<file path="src/rtl/core/oarc_pkg.sv">
`default_nettype none

package oarc_pkg;

  // Counter geometry
  localparam int MaxSlots = 32;
  localparam int OtpWords = 1024;

  // Field widths
  localparam int AddrW   = 10;
  localparam int CountW  = 6;
  localparam int WordW   = 16;
  localparam int TargetW = 32;

  // Width of first word plus slot before the fold into the OTP word range
  localparam int SumW = $clog2(2 * OtpWords + 1);

  localparam logic [WordW-1:0] SLOT_MARKER = 16'hC35A;
  localparam logic [WordW-1:0] SLOT_EMPTY  = 16'h0000;

  // Register reset values
  localparam logic [AddrW-1:0]  SEC_FIRST_RST   = 10'd304;
  localparam logic [CountW-1:0] SEC_COUNT_RST   = 6'd24;
  localparam logic [AddrW-1:0]  NSEC_FIRST_RST  = 10'd328;
  localparam logic [CountW-1:0] NSEC_COUNT_RST  = 6'd24;

  typedef enum logic [1:0] {
    CFG_SEC_FIRST  = 2'd0,
    CFG_SEC_COUNT  = 2'd1,
    CFG_NSEC_FIRST = 2'd2,
    CFG_NSEC_COUNT = 2'd3
  } cfg_index_t;

  typedef enum logic [2:0] {
    CMD_GET       = 3'd0,
    CMD_SET       = 3'd1,
    CMD_RD_RESP   = 3'd2,
    CMD_PROG_DONE = 3'd3
  } cmd_t;

  typedef enum logic [1:0] {
    PH_IDLE   = 2'd0,
    PH_SCAN   = 2'd1,
    PH_PROG   = 2'd2,
    PH_VERIFY = 2'd3
  } phase_t;

  typedef enum logic [1:0] {
    KIND_READ = 2'd0,
    KIND_PROG = 2'd1,
    KIND_DONE = 2'd2
  } kind_t;

  typedef enum logic [2:0] {
    ST_OK       = 3'd0,
    ST_BADPARAM = 3'd1,
    ST_SECURITY = 3'd2,
    ST_OTPERR   = 3'd3,
    ST_BUSY     = 3'd4,
    ST_UNSUP    = 3'd5
  } status_t;

  typedef struct packed {
    logic [2:0]         cmd;
    logic               bank;
    logic [TargetW-1:0] target;
    logic [WordW-1:0]   otp_data;
    logic               otp_error;
  } item_t;

  typedef struct packed {
    kind_t             kind;
    logic [AddrW-1:0]  otp_address;
    logic [WordW-1:0]  otp_write_data;
    logic [CountW-1:0] counter;
    status_t           status;
  } result_t;

  typedef struct packed {
    logic [AddrW-1:0]  sec_first;
    logic [CountW-1:0] sec_count;
    logic [AddrW-1:0]  nsec_first;
    logic [CountW-1:0] nsec_count;
  } cfg_t;

endpackage

`default_nettype wire

</file>
<file path="src/rtl/core/otp_anti_rollback_counter_controller.sv">
`default_nettype none

// Sequencer for two thermometer-coded anti-rollback counters kept in OTP
// (bank 0 secure, bank 1 non-secure). Each transfer on the in_ side is one
// event: a get or set command, an OTP read response or an OTP program-done.
// Each event gives at most one out_ transfer: an OTP read request, an OTP
// program request (always the slot marker 0xC35A) or a command completion
// with counter and status. The block takes one event per clock while the
// result register can take a result: an event is held in the input register
// while the step logic updates the sequencer state and loads the result
// register, from which the result is offered on out_. The sustained rate
// is one event per cycle as long as out_tready is high. Only a stalled
// result register holds back the next event. Write the slot-range registers
// through the cfg_ port only while no command is in progress.
module otp_anti_rollback_counter_controller (
  input  wire logic        clk,
  input  wire logic        rst_n,

  input  wire logic        in_tvalid,
  output logic             in_tready,
  input  wire logic [55:0] in_tdata,   // bank[0], target[32:1], otp_data[48:33], otp_error[49]
  input  wire logic [2:0]  in_tuser,   // cmd[2:0]

  output logic             out_tvalid,
  input  wire logic        out_tready,
  output logic [39:0]      out_tdata,  // otp_address[9:0], otp_write_data[25:10],
                                       // counter[31:26], status[34:32]
  output logic [1:0]       out_tuser,  // kind[1:0]

  input  wire logic        cfg_we,
  input  wire logic [1:0]  cfg_index,
  input  wire logic [9:0]  cfg_wdata
);

  oarc_pkg::cfg_t    cfg_r;
  oarc_pkg::item_t   item;
  oarc_pkg::result_t res;
  logic              item_valid;
  logic              res_valid;
  logic              out_free;
  logic              advance;

  // Step one event when it is present and the result register can take it
  assign advance = item_valid && out_free;

  // Slot-range registers
  always_ff @(posedge clk) begin
    if (!rst_n) begin
      cfg_r.sec_first  <= oarc_pkg::SEC_FIRST_RST;
      cfg_r.sec_count  <= oarc_pkg::SEC_COUNT_RST;
      cfg_r.nsec_first <= oarc_pkg::NSEC_FIRST_RST;
      cfg_r.nsec_count <= oarc_pkg::NSEC_COUNT_RST;
    end else if (cfg_we) begin
      case (cfg_index)
        oarc_pkg::CFG_SEC_FIRST:  cfg_r.sec_first  <= cfg_wdata;
        oarc_pkg::CFG_SEC_COUNT:  cfg_r.sec_count  <= cfg_wdata[oarc_pkg::CountW-1:0];
        oarc_pkg::CFG_NSEC_FIRST: cfg_r.nsec_first <= cfg_wdata;
        oarc_pkg::CFG_NSEC_COUNT: cfg_r.nsec_count <= cfg_wdata[oarc_pkg::CountW-1:0];
        default: begin
        end
      endcase
    end
  end

  oarc_in_stage u_in (
    .clk        (clk),
    .rst_n      (rst_n),
    .in_tvalid  (in_tvalid),
    .in_tready  (in_tready),
    .in_tdata   (in_tdata),
    .in_tuser   (in_tuser),
    .take       (advance),
    .item_valid (item_valid),
    .item       (item)
  );

  oarc_seq u_seq (
    .clk       (clk),
    .rst_n     (rst_n),
    .step_en   (advance),
    .item      (item),
    .cfg       (cfg_r),
    .res_valid (res_valid),
    .res       (res)
  );

  oarc_out_stage u_out (
    .clk        (clk),
    .rst_n      (rst_n),
    .load       (advance),
    .res_valid  (res_valid),
    .res        (res),
    .free       (out_free),
    .out_tvalid (out_tvalid),
    .out_tready (out_tready),
    .out_tdata  (out_tdata),
    .out_tuser  (out_tuser)
  );

endmodule

`default_nettype wire

</file>
<file path="src/rtl/core/oarc_in_stage.sv">
`default_nettype none

module oarc_in_stage (
  input  wire logic           clk,
  input  wire logic           rst_n,
  input  wire logic           in_tvalid,
  output logic                in_tready,
  input  wire logic [55:0]    in_tdata,  // bank, target, otp_data, otp_error
  input  wire logic [2:0]     in_tuser,  // cmd
  input  wire logic           take,
  output logic                item_valid,
  output oarc_pkg::item_t     item
);

  logic            valid_r;
  oarc_pkg::item_t item_r;
  oarc_pkg::item_t item_nxt;

  assign in_tready  = !valid_r || take;
  assign item_valid = valid_r;
  assign item       = item_r;

  always_comb begin
    item_nxt.cmd       = in_tuser;
    item_nxt.bank      = in_tdata[0];
    item_nxt.target    = in_tdata[32:1];
    item_nxt.otp_data  = in_tdata[48:33];
    item_nxt.otp_error = in_tdata[49];
  end

  always_ff @(posedge clk) begin
    if (!rst_n) begin
      valid_r <= 1'b0;
    end else if (in_tvalid && in_tready) begin
      valid_r <= 1'b1;
    end else if (take) begin
      valid_r <= 1'b0;
    end
  end

  always_ff @(posedge clk) begin
    if (in_tvalid && in_tready) begin
      item_r <= item_nxt;
    end
  end

endmodule

`default_nettype wire

</file>
<file path="src/rtl/core/oarc_seq.sv">
`default_nettype none

module oarc_seq (
  input  wire logic            clk,
  input  wire logic            rst_n,
  input  wire logic            step_en,
  input  wire oarc_pkg::item_t item,
  input  wire oarc_pkg::cfg_t  cfg,
  output logic                 res_valid,
  output oarc_pkg::result_t    res
);

  localparam logic [oarc_pkg::SumW-1:0] Words1 = oarc_pkg::SumW'(oarc_pkg::OtpWords);
  localparam logic [oarc_pkg::SumW-1:0] Words2 = oarc_pkg::SumW'(2 * oarc_pkg::OtpWords);
  localparam logic [oarc_pkg::CountW:0] MaxCnt = (oarc_pkg::CountW + 1)'(oarc_pkg::MaxSlots);

  oarc_pkg::phase_t                phase_r, phase_nxt;
  logic                            op_is_set_r, op_is_set_nxt;
  logic [oarc_pkg::AddrW-1:0]      base_r, base_nxt;
  logic [oarc_pkg::CountW-1:0]     count_r, count_nxt;
  logic [oarc_pkg::CountW-1:0]     idx_r, idx_nxt;
  logic [oarc_pkg::CountW-1:0]     tgt_r, tgt_nxt;

  logic [oarc_pkg::AddrW-1:0]      sel_base;
  logic [oarc_pkg::CountW-1:0]     sel_count;
  logic [oarc_pkg::CountW-1:0]     eff_count;
  logic [oarc_pkg::CountW-1:0]     idx_inc;
  logic [oarc_pkg::CountW-1:0]     found;

  // Fold first word plus slot into the OTP word range
  function automatic logic [oarc_pkg::AddrW-1:0] slot_addr(
    input logic [oarc_pkg::AddrW-1:0]  base,
    input logic [oarc_pkg::CountW-1:0] slot
  );
    logic [oarc_pkg::SumW-1:0] sum;
    sum = oarc_pkg::SumW'(base) + oarc_pkg::SumW'(slot);
    if (sum >= Words2) begin
      sum = sum - Words2;
    end else if (sum >= Words1) begin
      sum = sum - Words1;
    end
    return sum[oarc_pkg::AddrW-1:0];
  endfunction

  always_comb begin
    sel_base  = item.bank ? cfg.nsec_first : cfg.sec_first;
    sel_count = item.bank ? cfg.nsec_count : cfg.sec_count;
    if ({1'b0, sel_count} > MaxCnt) begin
      eff_count = MaxCnt[oarc_pkg::CountW-1:0];
    end else begin
      eff_count = sel_count;
    end
    idx_inc = idx_r + 1'b1;
    found   = (item.otp_data == oarc_pkg::SLOT_EMPTY) ? idx_r : idx_inc;
  end

  always_comb begin
    phase_nxt     = phase_r;
    op_is_set_nxt = op_is_set_r;
    base_nxt      = base_r;
    count_nxt     = count_r;
    idx_nxt       = idx_r;
    tgt_nxt       = tgt_r;
    res_valid     = 1'b0;
    res           = '{kind: oarc_pkg::KIND_DONE, otp_address: '0, otp_write_data: '0,
                      counter: '0, status: oarc_pkg::ST_OK};

    case (item.cmd)
      oarc_pkg::CMD_GET, oarc_pkg::CMD_SET: begin
        res_valid = 1'b1;
        if (phase_r != oarc_pkg::PH_IDLE) begin
          res.status = oarc_pkg::ST_BUSY;
        end else if ((item.cmd == oarc_pkg::CMD_SET &&
                      item.target > oarc_pkg::TargetW'(eff_count)) ||
                     eff_count == '0) begin
          res.status = oarc_pkg::ST_BADPARAM;
        end else begin
          op_is_set_nxt   = (item.cmd == oarc_pkg::CMD_SET);
          base_nxt        = sel_base;
          count_nxt       = eff_count;
          idx_nxt         = '0;
          tgt_nxt         = (item.cmd == oarc_pkg::CMD_SET) ?
                            item.target[oarc_pkg::CountW-1:0] : '0;
          phase_nxt       = oarc_pkg::PH_SCAN;
          res.kind        = oarc_pkg::KIND_READ;
          res.otp_address = slot_addr(sel_base, '0);
        end
      end

      oarc_pkg::CMD_RD_RESP: begin
        if (phase_r == oarc_pkg::PH_SCAN) begin
          res_valid = 1'b1;
          if (item.otp_error) begin
            phase_nxt  = oarc_pkg::PH_IDLE;
            res.status = oarc_pkg::ST_OTPERR;
          end else if (item.otp_data != oarc_pkg::SLOT_EMPTY &&
                       item.otp_data != oarc_pkg::SLOT_MARKER) begin
            phase_nxt  = oarc_pkg::PH_IDLE;
            res.status = oarc_pkg::ST_SECURITY;
          end else begin
            idx_nxt = found;
            if (item.otp_data == oarc_pkg::SLOT_EMPTY || idx_inc >= count_r) begin
              // Scan finished: report, or start programming missing slots
              if (!op_is_set_r || tgt_r <= found) begin
                phase_nxt   = oarc_pkg::PH_IDLE;
                res.counter = found;
              end else begin
                phase_nxt          = oarc_pkg::PH_PROG;
                res.kind           = oarc_pkg::KIND_PROG;
                res.otp_address    = slot_addr(base_r, found);
                res.otp_write_data = oarc_pkg::SLOT_MARKER;
              end
            end else begin
              res.kind        = oarc_pkg::KIND_READ;
              res.otp_address = slot_addr(base_r, idx_inc);
            end
          end
        end else if (phase_r == oarc_pkg::PH_VERIFY) begin
          res_valid = 1'b1;
          if (item.otp_error) begin
            phase_nxt  = oarc_pkg::PH_IDLE;
            res.status = oarc_pkg::ST_OTPERR;
          end else if (item.otp_data != oarc_pkg::SLOT_MARKER) begin
            phase_nxt  = oarc_pkg::PH_IDLE;
            res.status = oarc_pkg::ST_SECURITY;
          end else begin
            idx_nxt = idx_inc;
            if (idx_inc >= tgt_r) begin
              phase_nxt   = oarc_pkg::PH_IDLE;
              res.counter = tgt_r;
            end else begin
              phase_nxt          = oarc_pkg::PH_PROG;
              res.kind           = oarc_pkg::KIND_PROG;
              res.otp_address    = slot_addr(base_r, idx_inc);
              res.otp_write_data = oarc_pkg::SLOT_MARKER;
            end
          end
        end
      end

      oarc_pkg::CMD_PROG_DONE: begin
        if (phase_r == oarc_pkg::PH_PROG) begin
          res_valid = 1'b1;
          if (item.otp_error) begin
            phase_nxt  = oarc_pkg::PH_IDLE;
            res.status = oarc_pkg::ST_OTPERR;
          end else begin
            phase_nxt       = oarc_pkg::PH_VERIFY;
            res.kind        = oarc_pkg::KIND_READ;
            res.otp_address = slot_addr(base_r, idx_r);
          end
        end
      end

      default: begin
        res_valid  = 1'b1;
        res.status = oarc_pkg::ST_UNSUP;
      end
    endcase
  end

  always_ff @(posedge clk) begin
    if (!rst_n) begin
      phase_r     <= oarc_pkg::PH_IDLE;
      op_is_set_r <= 1'b0;
      base_r      <= '0;
      count_r     <= '0;
      idx_r       <= '0;
      tgt_r       <= '0;
    end else if (step_en) begin
      phase_r     <= phase_nxt;
      op_is_set_r <= op_is_set_nxt;
      base_r      <= base_nxt;
      count_r     <= count_nxt;
      idx_r       <= idx_nxt;
      tgt_r       <= tgt_nxt;
    end
  end

`ifndef SYNTHESIS
  a_active_count: assert property (@(posedge clk) disable iff (!rst_n)
    phase_r != oarc_pkg::PH_IDLE |-> count_r != '0)
    else $error("sequence running with zero slot count");

  a_prog_below_target: assert property (@(posedge clk) disable iff (!rst_n)
    (phase_r == oarc_pkg::PH_PROG || phase_r == oarc_pkg::PH_VERIFY)
      |-> (op_is_set_r && idx_r < tgt_r && tgt_r <= count_r))
    else $error("program phase without a pending slot below target");

  a_done_no_access: assert property (@(posedge clk) disable iff (!rst_n)
    (res_valid && res.kind == oarc_pkg::KIND_DONE)
      |-> (res.otp_address == '0 && res.otp_write_data == '0))
    else $error("completion carries an OTP access");

  a_fail_no_count: assert property (@(posedge clk) disable iff (!rst_n)
    (res_valid && res.status != oarc_pkg::ST_OK) |-> res.counter == '0)
    else $error("failed completion reports a counter value");

  a_busy_keeps_state: assert property (@(posedge clk) disable iff (!rst_n)
    (step_en && res_valid && res.status == oarc_pkg::ST_BUSY)
      |=> (phase_r == $past(phase_r) && idx_r == $past(idx_r)))
    else $error("busy rejection disturbed the running sequence");
`endif

endmodule

`default_nettype wire

</file>
<file path="src/rtl/core/oarc_out_stage.sv">
`default_nettype none

module oarc_out_stage (
  input  wire logic              clk,
  input  wire logic              rst_n,
  input  wire logic              load,
  input  wire logic              res_valid,
  input  wire oarc_pkg::result_t res,
  output logic                   free,
  output logic                   out_tvalid,
  input  wire logic              out_tready,
  output logic [39:0]            out_tdata,  // otp_address, otp_write_data, counter, status
  output logic [1:0]             out_tuser   // kind
);

  logic              valid_r;
  oarc_pkg::result_t res_r;

  assign free       = !valid_r || out_tready;
  assign out_tvalid = valid_r;
  assign out_tuser  = res_r.kind;
  assign out_tdata  = {5'b0, res_r.status, res_r.counter, res_r.otp_write_data,
                       res_r.otp_address};

  always_ff @(posedge clk) begin
    if (!rst_n) begin
      valid_r <= 1'b0;
    end else if (load) begin
      valid_r <= res_valid;
    end else if (out_tready) begin
      valid_r <= 1'b0;
    end
  end

  always_ff @(posedge clk) begin
    if (load && res_valid) begin
      res_r <= res;
    end
  end

endmodule

`default_nettype wire

</file>
<file path="config.mk">
export PLATFORM = sky130hd
export DESIGN_NAME = otp_anti_rollback_counter_controller
export DESIGN_NICKNAME = d
export VERILOG_FILES = /design/src/rtl/core/oarc_pkg.sv /design/src/rtl/core/otp_anti_rollback_counter_controller.sv /design/src/rtl/core/oarc_in_stage.sv /design/src/rtl/core/oarc_seq.sv /design/src/rtl/core/oarc_out_stage.sv
export SDC_FILE = /design/constraint.sdc
export NUM_CORES = 1
export LEC_CHECK = 0
export BUFFER_PORTS_ARGS = -buffer_cell sky130_fd_sc_hd__buf_2
export CAP_MARGIN = 20
export CORE_MARGIN = 2
export CORE_UTILIZATION = 60
export CTS_CLUSTER_DIAMETER = 60
export CTS_CLUSTER_SIZE = 8
export DETAILED_ROUTE_END_ITERATION = 7
export PLACE_DENSITY = 0.84
export SETUP_SLACK_MARGIN = 0.1
export SLEW_MARGIN = 40
export SYNTH_ARGS = -nofsm -noshare
export SYNTH_HDL_FRONTEND = slang
export SYNTH_SLANG_ARGS = --single-unit
</file>
<file path="constraint.sdc">
create_clock -name clk -period 9.8 [get_ports clk]
set_input_delay 1.96 -clock clk [delete_from_list [all_inputs] [get_ports clk]]
set_output_delay 1.96 -clock clk [all_outputs]
set_load 0.1 [all_outputs]
</file>
* Word-level counts from Yosys, hierarchy flattened
Index checks and enable logic that the tools add are counted.
Word-level totals: bits in registers 155
Cells by class: mux-type cells 70, order comparisons 13, reductions and logical operators 31, bitwise logic cells 2, equality and inequality tests 19, add/subtract/negate cells 12
Operators with widths (number):
- two-way mux 34 bit | 4
- two-way mux 10 bit | 9
- two-way mux 6 bit | 14
- subtractor 10 x 1 -> 10 bit, second input constant | 8
- two-way mux 37 bit | 2
- two-way mux 12 bit | 5
- two-way mux 28 bit | 2
- >= comparator 11 x 12 -> 1 bit, second input constant | 3
- one-hot mux 12 bit (3 select lines) | 1
- adder 10 x 6 -> 11 bit | 3
- >= comparator 11 bit, second input constant | 3
- > comparator 32 x 6 -> 1 bit | 1
- two-way mux 2 bit | 16
- two-way mux 22 bit | 1
- logical NOT 16 bit | 1
- != test 16 bit, second input constant | 1
- nonzero test 16 bit | 1
- >= comparator 10 x 12 -> 1 bit, second input constant | 1
- >= comparator 6 bit | 2
- two-way mux 3 bit | 4
- one-hot mux 6 bit (2 select lines) | 1
- >= comparator 10 x 11 -> 1 bit, second input constant | 1
- != test 3 bit, second input constant | 3
- one-hot mux 3 bit (3 select lines) | 1
- other kinds (29) | 59

* Logic depth before layout (Yosys ltp)
word-level depth 12, mapped depth 15, gate-level depth less buffers 14

* By module
A second synthesis with hierarchy kept.
Second synthesis, totals: cell total of the unflattened synthesis 745, area, all modules 8107.8 sq um
Modules (own cells, without submodules):
- oarc_seq | area an instance 3971.3 sq um, seq. area each 620.6 sq um, cells each 512, instances 1
- oarc_in_stage | area an instance 1649.1 sq um, seq. area each 1611.5 sq um, cells each 58, instances 1
- otp_anti_rollback_counter_controller | area an instance 1283.7 sq um, seq. area each 640.6 sq um, cells each 127, instances 1
- oarc_out_stage | area an instance 1203.7 sq um, seq. area each 1131.1 sq um, cells each 48, instances 1

* Worst setup path after synthesis
OpenSTA, ideal clock, no wires.
path type input to register, start in out_tready, end reg u_in.item_r (netlist bit u_in.item[0]), enable pin, setup time 481 ps, arrival 4631 ps, cell stages on the path 2, data required time 9319 ps, setup slack 4688 ps, cells stage by stage nor2b_1 a21oi_1
On the way: word-level cells in the longest chain between the ends 4
Ends and longest elaborated chain:
- from (decl) | line otp_anti_rollback_counter_controller.sv:25 | input wire logic out_tready,
- logical OR 1 bit | line oarc_out_stage.sv:19 | assign free = !valid_r || out_tready;
- logical AND 1 bit | line otp_anti_rollback_counter_controller.sv:44 | assign advance = item_valid && out_free;
- logical OR 1 bit | line oarc_in_stage.sv:19 | assign in_tready = !valid_r || take;
- logical AND 1 bit | line oarc_in_stage.sv:42 | if (in_tvalid && in_tready) begin
- to (signal assigned) | line oarc_in_stage.sv:43 | item_r <= item_nxt;
- to (decl) | line oarc_in_stage.sv:16 | oarc_pkg::item_t item_r;
No other way between the ends. A chain may end at the register's enable or synchronous reset.

==> flow_metrics.env <==
export IMPL_timing_hold_violations_final=0
export IMPL_floorplan_rows=41
export IMPL_cp_startpoint="u_in.item[10]"
export IMPL_finalSetupTns_ns=0
export IMPL_ctsLongestPathBuffers=2
export IMPL_initial_utilization=0.6122
export IMPL_report_final_slew_viol_count=0
export IMPL_regArea_um2=3553
export IMPL_synth_async_sr_flop_share=0
export IMPL_netlist_cell_type_count=72
export IMPL_yosysSeqAreaShare=0.4618
export IMPL_cts_reportedPaths_clkPinSlew_ns=0.06
export IMPL_leakage_nw=3.604
export IMPL_p_clk_frac=0.448
export IMPL_dieArea_um2=13750
export IMPL_min_from="cfg_r[6]"
export IMPL_postRouteAntennaNets=0
export IMPL_route_detailed_wl_per_inst_um=18.19
export IMPL_cts_tree="built"
export IMPL_cp_data_arrival_time_ns=4.99
export IMPL_timing_max_cap_violations=0
export IMPL_grt_overflow_total=0
export IMPL_met1_usage=0.3815
export IMPL_finalCriticalPeriod_ns=4.823
export IMPL_syn_inst=769
export IMPL_via_count_of_the_first_global_routing_pass=5728
export IMPL_io_pins=120
export IMPL_cp_start_kind="register"
export IMPL_r2r_cells=14
export IMPL_swShare=0.2606
export IMPL_wl_um=18850
export IMPL_htreeDepth=4
export IMPL_synth_edff_count=75
export IMPL_vias=6153
export IMPL_multi_input_comb_area_um2=3815
export IMPL_num_cts_buffers=17
export IMPL_clk_latency_ns=0.42
export IMPL_postSynthRegisterBits=140
export IMPL_outcome="completed"
export IMPL_synth_most_common_cell="nand2_1"
export IMPL_ys_top_cells_by_area="edfxtp_1, dfxtp_1, ha_1"
export IMPL_timing_final_setup_violations=0
export IMPL_synthTopCellsByCount="nand2_1, edfxtp_1, dfxtp_1"
export IMPL_drt_pass1_iterations=6
export IMPL_totalPowerFinal_mw=1.431
export IMPL_net_switching_power_mw=0.3730
export IMPL_synthesis_yosys_warnings=0
export IMPL_nets=973
export IMPL_groute_layer_met2_usage=0.4605
export IMPL_worst_endpoint_required_ns=9.96
export IMPL_fillers=936
export IMPL_worstReg2RegStart="u_in.item[10]"
export IMPL_worstHoldPathType="reg2reg"
export IMPL_fp_coreArea_um2=12570
export IMPL_clock_skew_after_layout_ns=0.006057
export IMPL_irDropWorstVdd_v=0.0001304
export IMPL_use_met3=0.04583
export IMPL_syn_avg_cell_area_um2=10.01
export IMPL_synth_flop_cell="edfxtp_1"
export IMPL_floorplan_die_height_um=117.2
export IMPL_cell_internal_pwr_mw=1.058
export IMPL_antenna_found_initial=0
export IMPL_die_x_um=117.2
export IMPL_power_per_cell_area_nw_per_um2=162.3
export IMPL_clock_sinks=140
export IMPL_placed_cells_incl_taps=1003
export IMPL_global_route_wire_length_before_repair_um=29370
export IMPL_drive_above_1_share=0.1921
export IMPL_post_cts_resize_count=0
export IMPL_share_seq_of_total_power=0.459
export IMPL_numPortBuffers=100
export IMPL_layout_area_overhead_vs_synth_pct=14.59
export IMPL_dp_hpwl_um=13890
export IMPL_cts_hold_buf=0
export IMPL_maximum_number_of_pins_on_one_net_before_global_route_repair=67
export IMPL_number_of_design_rule_violations_left_after_detail_routing=0
export IMPL_crit_path_max_fanout=13
export IMPL_max_slew_worst_pin_slew_ns=0.7968
export IMPL_rsz0062_at_grt="no"
export IMPL_gp_routability_congestion=0.9597
export IMPL_fmaxAchievable_mhz=207.4
export IMPL_post_cts_setup_buffer_count=0
export IMPL_endpoint_kind="register"
export IMPL_n_antenna_cell=0
export IMPL_synth_top_area_frac=0.2927
export IMPL_clk_root_buffer_cell="clkbuf_16"
export IMPL_crit_type="reg2reg"
export IMPL_comb_pwr_share=0.093
export IMPL_max_slew_margin=0.4668
export IMPL_detailed_router_s_first_iteration_violation_count=540
export IMPL_synth_largest_area_cell="edfxtp_1"
export IMPL_avgViaCountPerCell=5.939
export IMPL_final_cells=1036
export IMPL_synthesis_area_um2=7695
export IMPL_worstHoldPathCells=2
export IMPL_period_share=0.4921
export IMPL_gr_max_usage_layer="met2"
export IMPL_global_route_usage_over_all_layers=0.2833
## per-stage QoR
stage	cell area (um^2)	hold WS, ns	utilization	setup WS (ns)
after detailed placement	8218	0.4533	0.6539	5.040
after global routing	8817	0.4925	0.7015	4.552
after global placement	8197	0.4459	0.6522	5.117
after CTS	8806	0.4614	0.7006	5.030
final	8817	0.4586	0.7015	4.977
after floorplan	7740	0.4351	-	4.688
## final cells by class
| cell class | instances | area share |
|---|---|---|
| clock inverter | 14 | 0.01802 |
| multi-input combinational | 558 | 0.4327 |
| sequential | 140 | 0.4030 |
| timing repair buffer | 103 | 0.06003 |
| inverter | 31 | 0.01320 |
| tap | 172 | 0.02441 |
| clock buffer | 18 | 0.04867 |
## state kept, by name, indices dropped and copies added (netlist names)
register,count
cfg_r,32
u_in.item,53
u_in.item_valid,1
u_out.out_tdata,20
u_out.out_tuser,2
u_out.out_tvalid,1
u_seq.base_r,10
u_seq.count_r,6
u_seq.idx_r,6
u_seq.op_is_set_r,1
u_seq.phase_r,2
u_seq.tgt_r,6
## power groups by stage
stage	Clock [mW]	Combinational, mW	Sequential, mW
detailed placement	0	0.129	0.670
global route	0.670	0.142	0.659
CTS	0.643	0.131	0.658
finish	0.641	0.133	0.657
floorplan	0	0.0828	0.686
global placement	0	0.125	0.668
## cell families after synthesis
kind of cell	synth area share
adders and majority gates	0.07772
and+or+nand+nor	0.1735
AOI/OAI and AO/OA	0.1676
buffers and inverters	0.05301
other	0.0004873
DFF	0.4618
muxes	0.04195
xor gates and xnor gates	0.02390
## per-layer routing
| layer | vias up | part of all wire |
|---|---|---|
| met5 | - | 0 |
| met4 | 0 | 0.024 |
| met3 | 31 | 0.075 |
| met2 | 258 | 0.49 |
| met1 | 2916 | 0.41 |
| li1 | 2948 | - |
## worst max-delay path, stage by stage (launching register included)
cell      delay (ns)
edfxtp_1        0.39
nor4_1          0.60
nand4_1         0.69
inv_1           0.40
nand2_1         0.08
o21ai_0         0.24
inv_1           0.09
ha_1            0.31
nand3b_1        0.08
a21o_1          0.15
a21oi_1         0.45
and3_1          0.50
a21oi_1         0.21
o221ai_1        0.26
nand2b_1        0.10
## worst paths after layout
check,slack (ns),endpoint
worst min register to register,0.46,cfg_r[6]
worst min-delay path,0.46,cfg_r[6]
worst max-delay path,4.98,u_out.out_tuser[1]
worst max register to register,4.98,u_out.out_tuser[1]
## placed cells by master (no fill, tap or decap), types with 9 or more instances in the layout
cell type,count
nor2_1,35
dfxtp_1,65
nand3_1,33
conb_1,13
nor4_1,14
a21oi_1,29
nor3_1,10
o21ai_0,26
a22oi_1,12
a21boi_0,34
mux2_2,10
edfxtp_1,75
nand2b_1,12
clkbuf_16,17
buf_2,99
xnor2_1,14
mux2i_1,20
a21o_1,12
ha_1,43
inv_1,31
nand2_1,107
nand4_1,9
nor2b_1,19
Power figures use the tool's default switching activity.
